File: src/rtl/core/nphs_pkg.sv
// Shared constants and helpers for the nearest point haversine search core.
package nphs_pkg;

    localparam int unsigned IN_BYTES  = 10;
    localparam int unsigned OUT_BYTES = 6;

    localparam logic [0:0] CFG_HOME_LAT = 1'b0;
    localparam logic [0:0] CFG_HOME_LON = 1'b1;

    localparam logic [25:0] DIST_BOUND   = 26'd40100000;
    localparam logic [23:0] TWO_RADIUS   = 24'd12742016;
    localparam logic [31:0] PI_Q30       = 32'd3373259426;
    localparam logic [30:0] HALF_PI_Q30  = 31'd1686629713;
    localparam logic [30:0] ONE_Q30      = 31'd1073741824;
    localparam logic [29:0] TURN_H       = 30'd720000000;
    localparam logic [29:0] HALF_TURN_H  = 30'd360000000;
    localparam logic [29:0] QUARTER_H    = 30'd180000000;
    localparam logic [28:0] DIV_CONST    = 29'd360000000;
    localparam logic [31:0] DIV_RECIP    = 32'd3202559735;
    localparam logic [4:0]  BIS_STEPS    = 5'd31;
    localparam logic [2:0]  LAST_TERM    = 3'd6;

    function automatic logic [31:0] term_recip(input logic [2:0] k);
        logic [31:0] m;
        case (k)
            3'd0: m = 32'd2863311530;
            3'd1: m = 32'd858993459;
            3'd2: m = 32'd409044504;
            3'd3: m = 32'd238609294;
            3'd4: m = 32'd156180628;
            3'd5: m = 32'd110127366;
            3'd6: m = 32'd81808900;
            default: m = 32'd0;
        endcase
        return m;
    endfunction

    function automatic logic [7:0] term_den(input logic [2:0] k);
        logic [7:0] d;
        case (k)
            3'd0: d = 8'd6;
            3'd1: d = 8'd20;
            3'd2: d = 8'd42;
            3'd3: d = 8'd72;
            3'd4: d = 8'd110;
            3'd5: d = 8'd156;
            3'd6: d = 8'd210;
            default: d = 8'd1;
        endcase
        return d;
    endfunction

endpackage

File: src/rtl/core/nearest_point_haversine_search_core.sv
// Points are worked one at a time; the shared multiplier runs the sine series
// inside the 31-step arcsine bisection, and each of four angles takes a reciprocal division.
// A new point is taken only once the last one is done and, after a point marked last,
// once its result word is loaded; s_tready is high only while no point is in work.
// A result word appears after the point marked last and waits in an output register.
// Reset (aresetn low, synchronous) clears the home point, the running minimum
// to 40100000 m, the found flag and all handshake state.
module nearest_point_haversine_search_core #(
    parameter int unsigned INDEX_BITS = 16
) (
    input  logic                            aclk,
    input  logic                            aresetn,
    input  logic                            s_tvalid,
    output logic                            s_tready,
    // point_latitude[27:0], point_longitude[56:28], point_index[72:57]
    input  logic [nphs_pkg::IN_BYTES*8-1:0] s_tdata,
    input  logic                            s_tlast,
    output logic                            m_tvalid,
    input  logic                            m_tready,
    // nearest_index[15:0], nearest_distance[41:16]
    output logic [nphs_pkg::OUT_BYTES*8-1:0] m_tdata,
    // found[0]
    output logic [0:0]                      m_tuser,
    input  logic                            cfg_valid,
    output logic                            cfg_ready,
    input  logic [0:0]                      cfg_index,
    input  logic [28:0]                     cfg_data
);
    import nphs_pkg::*;

    localparam logic [15:0] IDX_MASK = (INDEX_BITS >= 16) ? 16'hFFFF :
        16'((32'd1 << INDEX_BITS) - 32'd1);

    typedef enum logic [27:0] {
        S_IDLE = 28'd1 << 0,  S_RED  = 28'd1 << 1,  S_FOLD = 28'd1 << 2,
        S_XM   = 28'd1 << 3,  S_XD   = 28'd1 << 4,  S_XW   = 28'd1 << 5,
        S_SIN0 = 28'd1 << 6,  S_SIN1 = 28'd1 << 7,  S_TM   = 28'd1 << 8,
        S_TN   = 28'd1 << 9,  S_TQ   = 28'd1 << 10, S_TC   = 28'd1 << 11,
        S_SCL  = 28'd1 << 12, S_ANG  = 28'd1 << 13, S_A1   = 28'd1 << 14,
        S_A2   = 28'd1 << 15, S_A3   = 28'd1 << 16, S_A4   = 28'd1 << 17,
        S_A5   = 28'd1 << 18, S_BINIT = 28'd1 << 19, S_BTOP = 28'd1 << 20,
        S_BSQ  = 28'd1 << 21, S_BCMP = 28'd1 << 22, S_DM   = 28'd1 << 23,
        S_DW   = 28'd1 << 24, S_EMIT = 28'd1 << 25, S_XR   = 28'd1 << 26,
        S_XQ   = 28'd1 << 27
    } state_t;

    state_t state_reg, state_next;

    logic signed [27:0] home_lat_reg;
    logic signed [28:0] home_lon_reg;
    logic signed [27:0] lat_reg;
    logic signed [28:0] lon_reg;
    logic [15:0]        idx_reg;
    logic               last_reg;

    logic [1:0]  ang_reg;
    logic [29:0] r_reg;
    logic        neg_reg;
    logic [59:0] num_reg;
    logic [30:0] x_reg;
    logic [31:0] x2_reg;
    logic [31:0] term_reg;
    logic [31:0] n_reg;
    logic [29:0] q_reg;
    logic [2:0]  k_reg;
    logic signed [33:0] sum_reg;
    logic [30:0] sin_reg;
    logic        bis_reg;
    logic [30:0] mag_reg [4];
    logic        sgn_reg [4];
    logic [31:0] s1sq_reg;
    logic [31:0] cp_reg;
    logic [30:0] a_reg;
    logic [30:0] lo_reg;
    logic [30:0] hi_reg;
    logic [4:0]  it_reg;

    logic [25:0] best_dist_reg;
    logic [15:0] best_idx_reg;
    logic        have_best_reg;

    logic        m_valid_reg;
    logic [15:0] out_idx_reg;
    logic [25:0] out_dist_reg;
    logic        out_found_reg;

    logic [31:0] mul_a, mul_b;
    logic [63:0] prod_reg;
    logic [30:0] div_quot;

    logic signed [30:0] h_sel;
    logic signed [30:0] h_wrap;
    logic [29:0] r_half;
    logic [29:0] r_fold;
    logic        fold_neg;
    logic [31:0] rem_c;
    logic [29:0] q_fix;
    logic signed [33:0] a_sum;
    logic [31:0] mid_sum;
    logic [55:0] dist_sum;
    logic [25:0] dist_m;

    nphs_mul u_mul (
        .aclk     (aclk),
        .op_a     (mul_a),
        .op_b     (mul_b),
        .prod_reg (prod_reg)
    );

    nphs_div u_div (
        .num    (num_reg),
        .q_est  (x_reg),
        .q_prod (prod_reg[59:0]),
        .quot   (div_quot)
    );

    assign s_tready  = (state_reg == S_IDLE);
    assign cfg_ready = 1'b1;
    assign m_tvalid  = m_valid_reg;
    assign m_tdata   = {6'd0, out_dist_reg, out_idx_reg};
    assign m_tuser   = out_found_reg;

    always_comb begin
        case (ang_reg)
            2'd0: h_sel = 31'(home_lat_reg) - 31'(lat_reg);
            2'd1: h_sel = 31'(home_lon_reg) - 31'(lon_reg);
            2'd2: h_sel = (31'(home_lat_reg) <<< 1) + 31'sd180000000;
            default: h_sel = (31'(lat_reg) <<< 1) + 31'sd180000000;
        endcase
        h_wrap = (h_sel < 0) ? h_sel + 31'sd720000000 : h_sel;
        fold_neg = (r_reg >= HALF_TURN_H);
        r_half = fold_neg ? r_reg - HALF_TURN_H : r_reg;
        r_fold = (r_half > QUARTER_H) ? HALF_TURN_H - r_half : r_half;
        rem_c = n_reg - prod_reg[31:0];
        q_fix = (rem_c >= 32'(term_den(k_reg))) ? q_reg + 30'd1 : q_reg;
        a_sum = sgn_reg[2] ^ sgn_reg[3] ?
            34'(s1sq_reg) - 34'(prod_reg[61:30]) :
            34'(s1sq_reg) + 34'(prod_reg[61:30]);
        mid_sum  = 32'(lo_reg) + 32'(hi_reg) + 32'd1;
        dist_sum = prod_reg[55:0] + 56'(32'd1 << 29);
        dist_m   = dist_sum[55:30];
    end

    always_comb begin
        mul_a = 32'd0;
        mul_b = 32'd0;
        case (state_reg)
            S_XM: begin
                mul_a = 32'(r_reg);
                mul_b = PI_Q30;
            end
            S_XR: begin
                mul_a = num_reg[59:28];
                mul_b = DIV_RECIP;
            end
            S_XQ: begin
                mul_a = 32'(prod_reg[62:32]);
                mul_b = 32'(DIV_CONST);
            end
            S_SIN0: begin
                mul_a = 32'(x_reg);
                mul_b = 32'(x_reg);
            end
            S_TM: begin
                mul_a = term_reg;
                mul_b = x2_reg;
            end
            S_TN: begin
                mul_a = prod_reg[61:30];
                mul_b = term_recip(k_reg);
            end
            S_TQ: begin
                mul_a = 32'(prod_reg[63:34]);
                mul_b = 32'(term_den(k_reg));
            end
            S_A1: begin
                mul_a = 32'(mag_reg[0]);
                mul_b = 32'(mag_reg[0]);
            end
            S_A2: begin
                mul_a = 32'(mag_reg[2]);
                mul_b = 32'(mag_reg[3]);
            end
            S_A3: begin
                mul_a = 32'(mag_reg[1]);
                mul_b = 32'(mag_reg[1]);
            end
            S_A4: begin
                mul_a = cp_reg;
                mul_b = prod_reg[61:30];
            end
            S_BSQ: begin
                mul_a = 32'(sin_reg);
                mul_b = 32'(sin_reg);
            end
            S_DM: begin
                mul_a = 32'(lo_reg);
                mul_b = 32'(TWO_RADIUS);
            end
            default: begin
                mul_a = 32'd0;
                mul_b = 32'd0;
            end
        endcase
    end

    always_comb begin
        state_next = state_reg;
        case (state_reg)
            S_IDLE:  if (s_tvalid) state_next = S_RED;
            S_RED:   state_next = S_FOLD;
            S_FOLD:  state_next = S_XM;
            S_XM:    state_next = S_XD;
            S_XD:    state_next = S_XR;
            S_XR:    state_next = S_XQ;
            S_XQ:    state_next = S_XW;
            S_XW:    state_next = S_SIN0;
            S_SIN0:  state_next = S_SIN1;
            S_SIN1:  state_next = S_TM;
            S_TM:    state_next = S_TN;
            S_TN:    state_next = S_TQ;
            S_TQ:    state_next = S_TC;
            S_TC:    state_next = (k_reg == LAST_TERM) ? S_SCL : S_TM;
            S_SCL:   state_next = bis_reg ? S_BSQ : S_ANG;
            S_ANG:   state_next = (ang_reg == 2'd3) ? S_A1 : S_RED;
            S_A1:    state_next = S_A2;
            S_A2:    state_next = S_A3;
            S_A3:    state_next = S_A4;
            S_A4:    state_next = S_A5;
            S_A5:    state_next = S_BINIT;
            S_BINIT: state_next = S_BTOP;
            S_BTOP:  state_next = (it_reg == BIS_STEPS || lo_reg >= hi_reg) ? S_DM : S_SIN0;
            S_BSQ:   state_next = S_BCMP;
            S_BCMP:  state_next = S_BTOP;
            S_DM:    state_next = S_DW;
            S_DW:    state_next = last_reg ? S_EMIT : S_IDLE;
            S_EMIT:  if (!m_valid_reg || m_tready) state_next = S_IDLE;
            default: state_next = S_IDLE;
        endcase
    end

    always_ff @(posedge aclk) begin
        if (!aresetn) begin
            state_reg     <= S_IDLE;
            home_lat_reg  <= '0;
            home_lon_reg  <= '0;
            best_dist_reg <= DIST_BOUND;
            best_idx_reg  <= 16'd0;
            have_best_reg <= 1'b0;
            m_valid_reg   <= 1'b0;
            ang_reg       <= 2'd0;
            bis_reg       <= 1'b0;
        end else begin
            state_reg <= state_next;
            if (cfg_valid && cfg_ready) begin
                if (cfg_index == CFG_HOME_LAT) begin
                    home_lat_reg <= cfg_data[27:0];
                end else begin
                    home_lon_reg <= cfg_data;
                end
            end
            if (state_reg == S_EMIT && (!m_valid_reg || m_tready)) begin
                m_valid_reg <= 1'b1;
            end else if (m_valid_reg && m_tready) begin
                m_valid_reg <= 1'b0;
            end
            case (state_reg)
                S_IDLE: begin
                    ang_reg <= 2'd0;
                    bis_reg <= 1'b0;
                end
                S_ANG: ang_reg <= ang_reg + 2'd1;
                S_BINIT: bis_reg <= 1'b1;
                S_DW: begin
                    if (dist_m < best_dist_reg) begin
                        best_dist_reg <= dist_m;
                        best_idx_reg  <= idx_reg;
                        have_best_reg <= 1'b1;
                    end
                end
                S_EMIT: begin
                    if (!m_valid_reg || m_tready) begin
                        best_dist_reg <= DIST_BOUND;
                        best_idx_reg  <= 16'd0;
                        have_best_reg <= 1'b0;
                    end
                end
                default: begin
                end
            endcase
        end
    end

    always_ff @(posedge aclk) begin
        case (state_reg)
            S_IDLE: begin
                lat_reg  <= s_tdata[27:0];
                lon_reg  <= s_tdata[56:28];
                idx_reg  <= s_tdata[72:57] & IDX_MASK;
                last_reg <= s_tlast;
            end
            S_RED: r_reg <= h_wrap[29:0];
            S_FOLD: begin
                r_reg   <= r_fold;
                neg_reg <= fold_neg;
            end
            S_XD: num_reg <= prod_reg[59:0] + 60'(QUARTER_H);
            S_XQ: x_reg <= prod_reg[62:32];
            S_XW: x_reg <= div_quot;
            S_SIN1: begin
                x2_reg   <= prod_reg[61:30];
                term_reg <= 32'(x_reg);
                sum_reg  <= 34'(x_reg);
                k_reg    <= 3'd0;
            end
            S_TN: n_reg <= prod_reg[61:30];
            S_TQ: q_reg <= prod_reg[63:34];
            S_TC: begin
                term_reg <= 32'(q_fix);
                sum_reg  <= k_reg[0] ? sum_reg + 34'(q_fix) : sum_reg - 34'(q_fix);
                k_reg    <= k_reg + 3'd1;
            end
            S_SCL: begin
                if (sum_reg < 0) begin
                    sin_reg <= 31'd0;
                end else if (sum_reg > 34'(ONE_Q30)) begin
                    sin_reg <= ONE_Q30;
                end else begin
                    sin_reg <= sum_reg[30:0];
                end
            end
            S_ANG: begin
                mag_reg[ang_reg] <= sin_reg;
                sgn_reg[ang_reg] <= neg_reg;
            end
            S_A2: s1sq_reg <= prod_reg[61:30];
            S_A3: cp_reg <= prod_reg[61:30];
            S_A5: begin
                if (a_sum < 0) begin
                    a_reg <= 31'd0;
                end else if (a_sum > 34'(ONE_Q30)) begin
                    a_reg <= ONE_Q30;
                end else begin
                    a_reg <= a_sum[30:0];
                end
            end
            S_BINIT: begin
                lo_reg <= 31'd0;
                hi_reg <= HALF_PI_Q30;
                it_reg <= 5'd0;
            end
            S_BTOP: x_reg <= mid_sum[31:1];
            S_BCMP: begin
                if (prod_reg[61:30] <= 32'(a_reg)) begin
                    lo_reg <= x_reg;
                end else begin
                    hi_reg <= x_reg - 31'd1;
                end
                it_reg <= it_reg + 5'd1;
            end
            S_EMIT: begin
                if (!m_valid_reg || m_tready) begin
                    out_idx_reg   <= best_idx_reg;
                    out_dist_reg  <= best_dist_reg;
                    out_found_reg <= have_best_reg;
                end
            end
            default: begin
            end
        endcase
    end

    a_found_bound: assert property (@(posedge aclk) disable iff (!aresetn)
        have_best_reg |-> best_dist_reg < DIST_BOUND)
        else $error("kept distance not below bound");

    a_not_found: assert property (@(posedge aclk) disable iff (!aresetn)
        !have_best_reg |-> best_dist_reg == DIST_BOUND && best_idx_reg == 16'd0)
        else $error("empty search holds a stale minimum");

    a_out_hold: assert property (@(posedge aclk) disable iff (!aresetn)
        m_valid_reg && !m_tready |=> m_valid_reg)
        else $error("result word dropped before acceptance");

    a_bis_order: assert property (@(posedge aclk) disable iff (!aresetn)
        state_reg == S_BCMP |=> lo_reg <= hi_reg)
        else $error("bisection bounds crossed");

    a_emit_load: assert property (@(posedge aclk) disable iff (!aresetn)
        state_reg == S_EMIT && (!m_valid_reg || m_tready) |=> m_valid_reg && !have_best_reg)
        else $error("result not loaded or minimum not cleared");

endmodule

File: src/rtl/core/nphs_mul.sv
// Shared registered 32 by 32 unsigned multiplier.
module nphs_mul (
    input  logic        aclk,
    input  logic [31:0] op_a,
    input  logic [31:0] op_b,
    output logic [63:0] prod_reg
);
    always_ff @(posedge aclk) begin
        prod_reg <= 64'(op_a) * 64'(op_b);
    end
endmodule

File: src/rtl/core/nphs_div.sv
// Quotient fixup for the reciprocal division by the angle scale constant.
module nphs_div (
    input  logic [59:0] num,
    input  logic [30:0] q_est,
    input  logic [59:0] q_prod,
    output logic [30:0] quot
);
    import nphs_pkg::*;

    logic [59:0] rem;

    always_comb begin
        rem = num - q_prod;
        if (rem >= (60'(DIV_CONST) << 1)) begin
            quot = q_est + 31'd2;
        end else if (rem >= 60'(DIV_CONST)) begin
            quot = q_est + 31'd1;
        end else begin
            quot = q_est;
        end
    end
endmodule

File: config.mk
export PLATFORM = sky130hd
export DESIGN_NAME = nearest_point_haversine_search_core
export DESIGN_NICKNAME = d
export VERILOG_FILES = /design/src/rtl/core/nphs_pkg.sv /design/src/rtl/core/nearest_point_haversine_search_core.sv /design/src/rtl/core/nphs_mul.sv /design/src/rtl/core/nphs_div.sv
export SDC_FILE = /design/constraint.sdc
export NUM_CORES = 2
export LEC_CHECK = 0
export ABC_AREA = 1
export BUFFER_PORTS_ARGS = -buffer_cell sky130_fd_sc_hd__buf_4
export CAP_MARGIN = 20
export CORE_MARGIN = 4
export CORE_UTILIZATION = 35
export CTS_CLUSTER_SIZE = 20
export DETAILED_ROUTE_END_ITERATION = 8
export HOLD_SLACK_MARGIN = 0.06
export PLACE_DENSITY = 0.6
export SYNTH_ARGS = -nofsm -noshare
export SYNTH_HDL_FRONTEND = slang
export SYNTH_SLANG_ARGS = --single-unit
File: constraint.sdc
create_clock -name aclk -period 12.4 [get_ports aclk]
set_input_delay 1.86 -clock aclk [delete_from_list [all_inputs] [get_ports aclk]]
set_output_delay 1.86 -clock aclk [all_outputs]
set_load 0.05 [all_outputs]
After elaboration in Yosys (flattened, before gate mapping)
Memories as Yosys holds them, arrays and structs flattened.
Cells that the tools add are included.
- bits in registers: 791
- bits in writable memories: 128
- input port bits: 116
- output and inout bits: 52
- logic and storage cells: 196
- memories kept: 2
- add/subtract/negate cells: 24
- multiply operators: 1
- $lt $le $gt $ge: 13
- equal/unequal tests: 44
- multiplexer cells: 48
- bitwise operators: 2
- reduce and logical (&&, ||, !) cells: 26
- memory list (memory ; depth ; bits a word ; rd ports ; clocked after Yosys merged registers in ; write ports ; RTL line ; source):
    mag_reg ; 4 ; 31 ; 4 ; 0 ; 1 ; nearest_point_haversine_search_core.sv:69 ; logic [30:0] mag_reg [4];
    sgn_reg ; 4 ; 1 ; 2 ; 0 ; 1 ; nearest_point_haversine_search_core.sv:70 ; logic sgn_reg [4];
- operators with widths (operator ; number):
    case mux 32 bit (13 select lines) ; 2
    case mux 28 bit (27 select lines) ; 1
    case mux 32 bit (7 select lines) ; 1
    2-to-1 mux 31 bit ; 6
    case mux 31 bit (3 select lines) ; 2
    case mux 31 bit (2 select lines) ; 2
    2-to-1 mux 30 bit ; 4
    2-to-1 mux 26 bit ; 3
    > comparator 34 x 31 -> 1 bit (second input constant) ; 2
    less-than comparator 34 x 1 -> 1 bit (second input constant) ; 2
    2-to-1 mux 34 bit ; 2
    case mux 34 bit (2 select lines) ; 1
    multiplier 32 x 32 -> 64 bit ; 1
    case mux 32 bit (2 select lines) ; 1
    adder 29 x 29 -> 30 bit (second input constant) ; 2
    adder 60 x 28 -> 60 bit (second input constant) ; 1
    greater-or-equal comparator 60 x 29 -> 1 bit (second input constant) ; 1
    greater-or-equal comparator 60 x 30 -> 1 bit (second input constant) ; 1
    case mux 30 bit (2 select lines) ; 1
    subtractor 60 bit ; 1
    adder 56 x 30 -> 56 bit (second input constant) ; 1
    2-to-1 mux 28 bit ; 2
    case mux 8 bit (7 select lines) ; 1
    case mux 26 bit (2 select lines) ; 1
    86 further kinds ; 116

Logic depth before layout (Yosys ltp)
- word-level depth: 7
- gate-level depth with buffers: 51
- depth with buffers taken out: 50

Cells and area by module
Synthesis repeated with hierarchy kept, for this count alone.
- cell total of the unflattened synthesis: 14132
- area total of the unflattened synthesis: 102992.5 um^2
- modules (own cells, without submodules) (module ; times used ; cells an instance ; area an instance (um^2) ; seq. area each (um^2)):
    nearest_point_haversine_search_core ; 1 ; 7104 ; 56629.3 ; 24263.3
    nphs_mul ; 1 ; 5044 ; 37435.9 ; 1281.2
    nphs_div ; 1 ; 1984 ; 8927.3 ; 0.0

Worst setup path before layout
OpenSTA, ideal clock, no wires.
- kind: reg-to-reg
- from: register k_reg[0]
- to: register u_mul.prod_reg[55]
- setup time: 0.072 ns
- arrival: 9.233 ns
- required time: 12.328 ns
- setup slack: 3.094 ns
- cell stages (with the launch flop): 45
- buffers on the path: 5
- clock period less this slack: 9.306 ns
- cells stage by stage: edfxtp_1 -> clkbuf_1 -> inv_1 -> clkbuf_1 -> clkbuf_1 -> ha_1 -> clkbuf_1 -> nor3_1 -> inv_1 -> nand3_1 -> o211ai_1 -> nor4_2 -> inv_1 -> buf_2 -> nand2_1 -> inv_1 -> fa_1 -> inv_1 -> [9 not listed] -> inv_1 -> fa_1 -> inv_1 -> ha_1 -> a21oi_1 -> inv_1 -> a31oi_1 -> nor2_1 -> nor2_1 -> o221ai_1 -> a21oi_1 -> inv_1 -> a21boi_0 -> inv_1 -> nand3_1 -> o211ai_1 -> a21oi_1 -> xnor2_1
- word-level cells in the longest chain between the ends: 4
- elaborated cells between the ends (all ways): 11
- those cells by class: 1 x mul; 6 x eq/ne; 3 x mux; 1 x reduce/logical
- RTL lines (what ; RTL line ; source):
    start, declared ; nearest_point_haversine_search_core.sv:65 ; logic [2:0] k_reg;
    start signal, assigned ; nearest_point_haversine_search_core.sv:321 ; k_reg <= k_reg + 3'd1;
    equality test 3 bit (tied with other cells) ; nphs_pkg.sv:25, nphs_pkg.sv:40 ;
    case mux 8 bit (7 select lines) / case mux 32 bit (7 select lines) (equally long branches) ; nphs_pkg.sv:40, nphs_pkg.sv:25 ;
    case mux 32 bit (13 select lines) (*) ; nearest_point_haversine_search_core.sv:147 ; case (state_reg)
    multiplier 32 x 32 -> 64 bit (*) ; nphs_mul.sv:9 ; prod_reg <= 64'(op_a) * 64'(op_b);
    end signal, assigned ; nphs_mul.sv:9 ;
    end, declared ; nphs_mul.sv:6 ; output logic [63:0] prod_reg
Mark *: on every way between the ends. The rest lies on a longest branch, timed or not.
A chain may end at the register's enable or synchronous reset.

Worst setup path in the final report
- from: register state_reg[22]
- to: register u_mul.prod_reg[55]
- word-level cells in the longest chain between the ends: 3
- elaborated cells between the ends (all ways): 16
- those cells by class: 1 x mul; 13 x eq/ne; 2 x mux
- RTL lines (what ; RTL line ; source):
    start, declared ; nearest_point_haversine_search_core.sv:47 ; state_t state_reg, state_next;
    start signal, assigned ; nearest_point_haversine_search_core.sv:254 ; state_reg <= state_next;
    equality test 28 x 24 -> 1 bit (tied with other cells) ; nearest_point_haversine_search_core.sv:147 ;
    case mux 32 bit (13 select lines) ; nearest_point_haversine_search_core.sv:147 ;
    multiplier 32 x 32 -> 64 bit (*) ; nphs_mul.sv:9 ;
Marked as above.

==> flow_summary.ini <==
[finish]
final_cell_mix = nand2_1 (2681), inv_1 (2486), nor2_1 (1304)
largest_reg_flops = 124
final_util_pct = 38.9
areaGrowthSynthToFinish_pct = 10.4
layout_commonest_cell = nand2_1
finalNetCount = 14400
stdcell_count = 16600
drive_gt1_share_pct = 6.18

[floorplan]
die_w_um = 536
start_util_pct = 35.2
die_area_sq_um = 288000
rows = 193
boundaryPins = 168
die_y_um = 536
coreArea_sq_um = 277000

[synth]
ys_seq_area_share_pct = 26.1
ys_warn_count = 0
syn_inst = 12600
synth_area_per_cell_sq_um = 7.76
ys_types = 78
synth_area_sq_um = 97700
yosys_most_used_dff = edfxtp_1
synthArstFlopShare_pct = 0
ys_ff_latch = 916
synth_edf_count = 720

[detailed_routing]
drc = 0
avgViaCountPerCell = 5.30
wl_per_cell_um = 23.6
drtAntennaViolNets = 0
first_pass_iters = 7
vias = 87700
drt-total-wl_um = 391000
drt_iter0_markers = 9891

[pwr]
pwr_density_cell_nw_per_um2 = 77.5
ir_drop_mv = 0.152
power.leakage_uw = 0.0534
power_uw = 8350

[flow_run]
cap_violations = 0

[sta]
final.period_utilization_pct = 95.0
period_needed_ns = 11.77
tightest_slew_ns = 1.32
slew_headroom_pct = 10.7
final_hold_viol_count = 0
max_freq_ghz = 0.0849
final_max_slew_viol_count = 0
worst_slack_ns = 0.625
skew_ns = 0.115
rsz0062_at_grt = no
finalSetupViolCount = 0
setup_tns_ns = 0

[clock_tree]
clock_latency_ns = 0.81
root_buffer = clkbuf_16
clk_pin_slew_ns = 0.07
numCtsBuffers = 107
cts.sinks = 916
ctsLongestPathBuffers = 3
htree_levels = 3
cts_tree = yes
cts_setup_buffers = 0
cts_hold_buf = 0
cts_resized = 0

[global_routing]
grt_pass1_vias = 85300
overflow = 0
grt_util_all_layers_pct = 26.7
grt_pass1_wl_um = 570000
grt_max_degree = 76
grt_antenna_before_repair = 30

[place]
dp_hpwl_um = 311000
post-place-cells = 16300
post-place-ws_ns = 1.02
placement.io_buffers = 153
place_congestion = 1.01

[critical_path]
cp_max_fo = 18
critPathMaxStageDelay_ns = 0.79
slowest_stage = nor2_1
path_common_cell = inv_1
arrival_ns = 12.44
critPathLaunchType = flip-flop
critPathRequiredTime_ns = 13.07
end_kind = flip-flop
crit_type = reg -> reg

[run_status]
status = finished clean

[min_path]
holdCritPathClass = reg -> reg
==> worst max-delay path, delay by kind of cell, from the launching register on <==
| family | cells | cell delay (ns) |
|---|---|---|
| compound gates | 9 | 2.10 |
| xor+xnor | 1 | 0.15 |
| fa+ha+maj | 9 | 4.18 |
| buf+inv | 16 | 2.19 |
| flops | 1 | 0.31 |
| simple gates | 10 | 2.63 |
==> area by class of cell <==
class	count	area, sq um
clock inverter	60	708
fill	28800	169000
timing repair buffer	421	3230
tap	3705	4640
clock buffer	144	3020
inverter	2548	9570
multi-input combinational	8750	61100
antenna	12	30.0
sequential	916	25500
==> logic make-up (layout without fill, tap and decap cells) <==
group,after synthesis,count (layout),share of synthesized area (%)
simple gates,5089,5089,21.7
mux,2,2,0.0205
buf+inv,2936,3173,11.6
other cells,2,19,0.00769
compound gates,1709,1709,10.1
xor+xnor,381,381,3.43
fa+ha+maj,1562,1562,27.0
flops,916,916,26.1
==> routing by layer <==
| layer | vias up | global-route usage (%) | wire length (um) |
|---|---|---|---|
| met3 | 1064 | 6.40 | 38400 |
| li1 | 40300 | - | - |
| met1 | 42000 | 34.0 | 155000 |
| met2 | 4368 | 41.1 | 169000 |
| met5 | - | 0 | 105 |
| met4 | 16 | 15.8 | 28700 |
==> worst paths after layout <==
kind / startpoint / endpoint / slack [ns] / cells past startpoint
setup / recovery: state_reg[22]$_SDFFE_PN0P_ / u_mul.prod_reg[55]$_DFF_P_ / 0.63 / 45
hold / removal: u_mul.prod_reg[3]$_DFF_P_ / num_reg[3]$_DFFE_PP_ / 0.43 / 0
setup reg to reg: state_reg[22]$_SDFFE_PN0P_ / u_mul.prod_reg[55]$_DFF_P_ / 0.63 / 45
hold reg to reg: u_mul.prod_reg[3]$_DFF_P_ / num_reg[3]$_DFFE_PP_ / 0.43 / 0
==> power breakdown <==
part | switching [uW] | internal [uW] | total, uW
Clock | 1490 | 1900 | 3390
Combinational | 1010 | 426 | 1430
Sequential | 75.1 | 3450 | 3520
Total | 2570 | 5780 | 8350
==> cells in the mapped netlist, drive strengths merged, types with 2 or more instances <==
cell type / n / area share [%]
dfxtp: 196 / 4.0
nor3b: 5 / 0.044
a31oi: 46 / 0.29
a311oi: 2 / 0.018
nand4: 178 / 1.2
or2: 38 / 0.24
a21o: 33 / 0.25
a22oi: 7 / 0.054
o311ai: 5 / 0.045
and3: 12 / 0.077
a21oi: 667 / 3.4
inv: 2525 / 9.7
conb: 2 / 0.0077
o21a: 29 / 0.22
clkinv: 23 / 0.088
clkbuf: 206 / 0.79
edfxtp: 720 / 22
buf: 182 / 0.99
nor2: 1337 / 5.2
o21ai: 578 / 3.0
a211oi: 25 / 0.20
nor3: 181 / 0.99
a2111oi: 10 / 0.11
a31o: 3 / 0.027
o21bai: 37 / 0.28
nand3b: 27 / 0.21
o2111ai: 13 / 0.12
xnor2: 69 / 0.62
nor4: 78 / 0.53
fa: 904 / 19
mux2i: 2 / 0.020
and2: 15 / 0.096
o221ai: 18 / 0.16
a22o: 34 / 0.30
o211ai: 36 / 0.28
ha: 658 / 8.4
nand2: 2707 / 10
o31ai: 17 / 0.13
o22ai: 44 / 0.28
nand3: 508 / 2.7
xor2: 312 / 2.8
a221oi: 73 / 0.65
a21boi: 27 / 0.21
==> metrics by stage <==
step	hold WS (ns)	area, sq um
after CTS	0.429	108000
after global routing	0.433	108000
after detailed placement	0.414	104000
after global placement	0.411	104000
after floorplan	0.408	97700
final	0.428	108000
(Power assumes the default switching activity.)
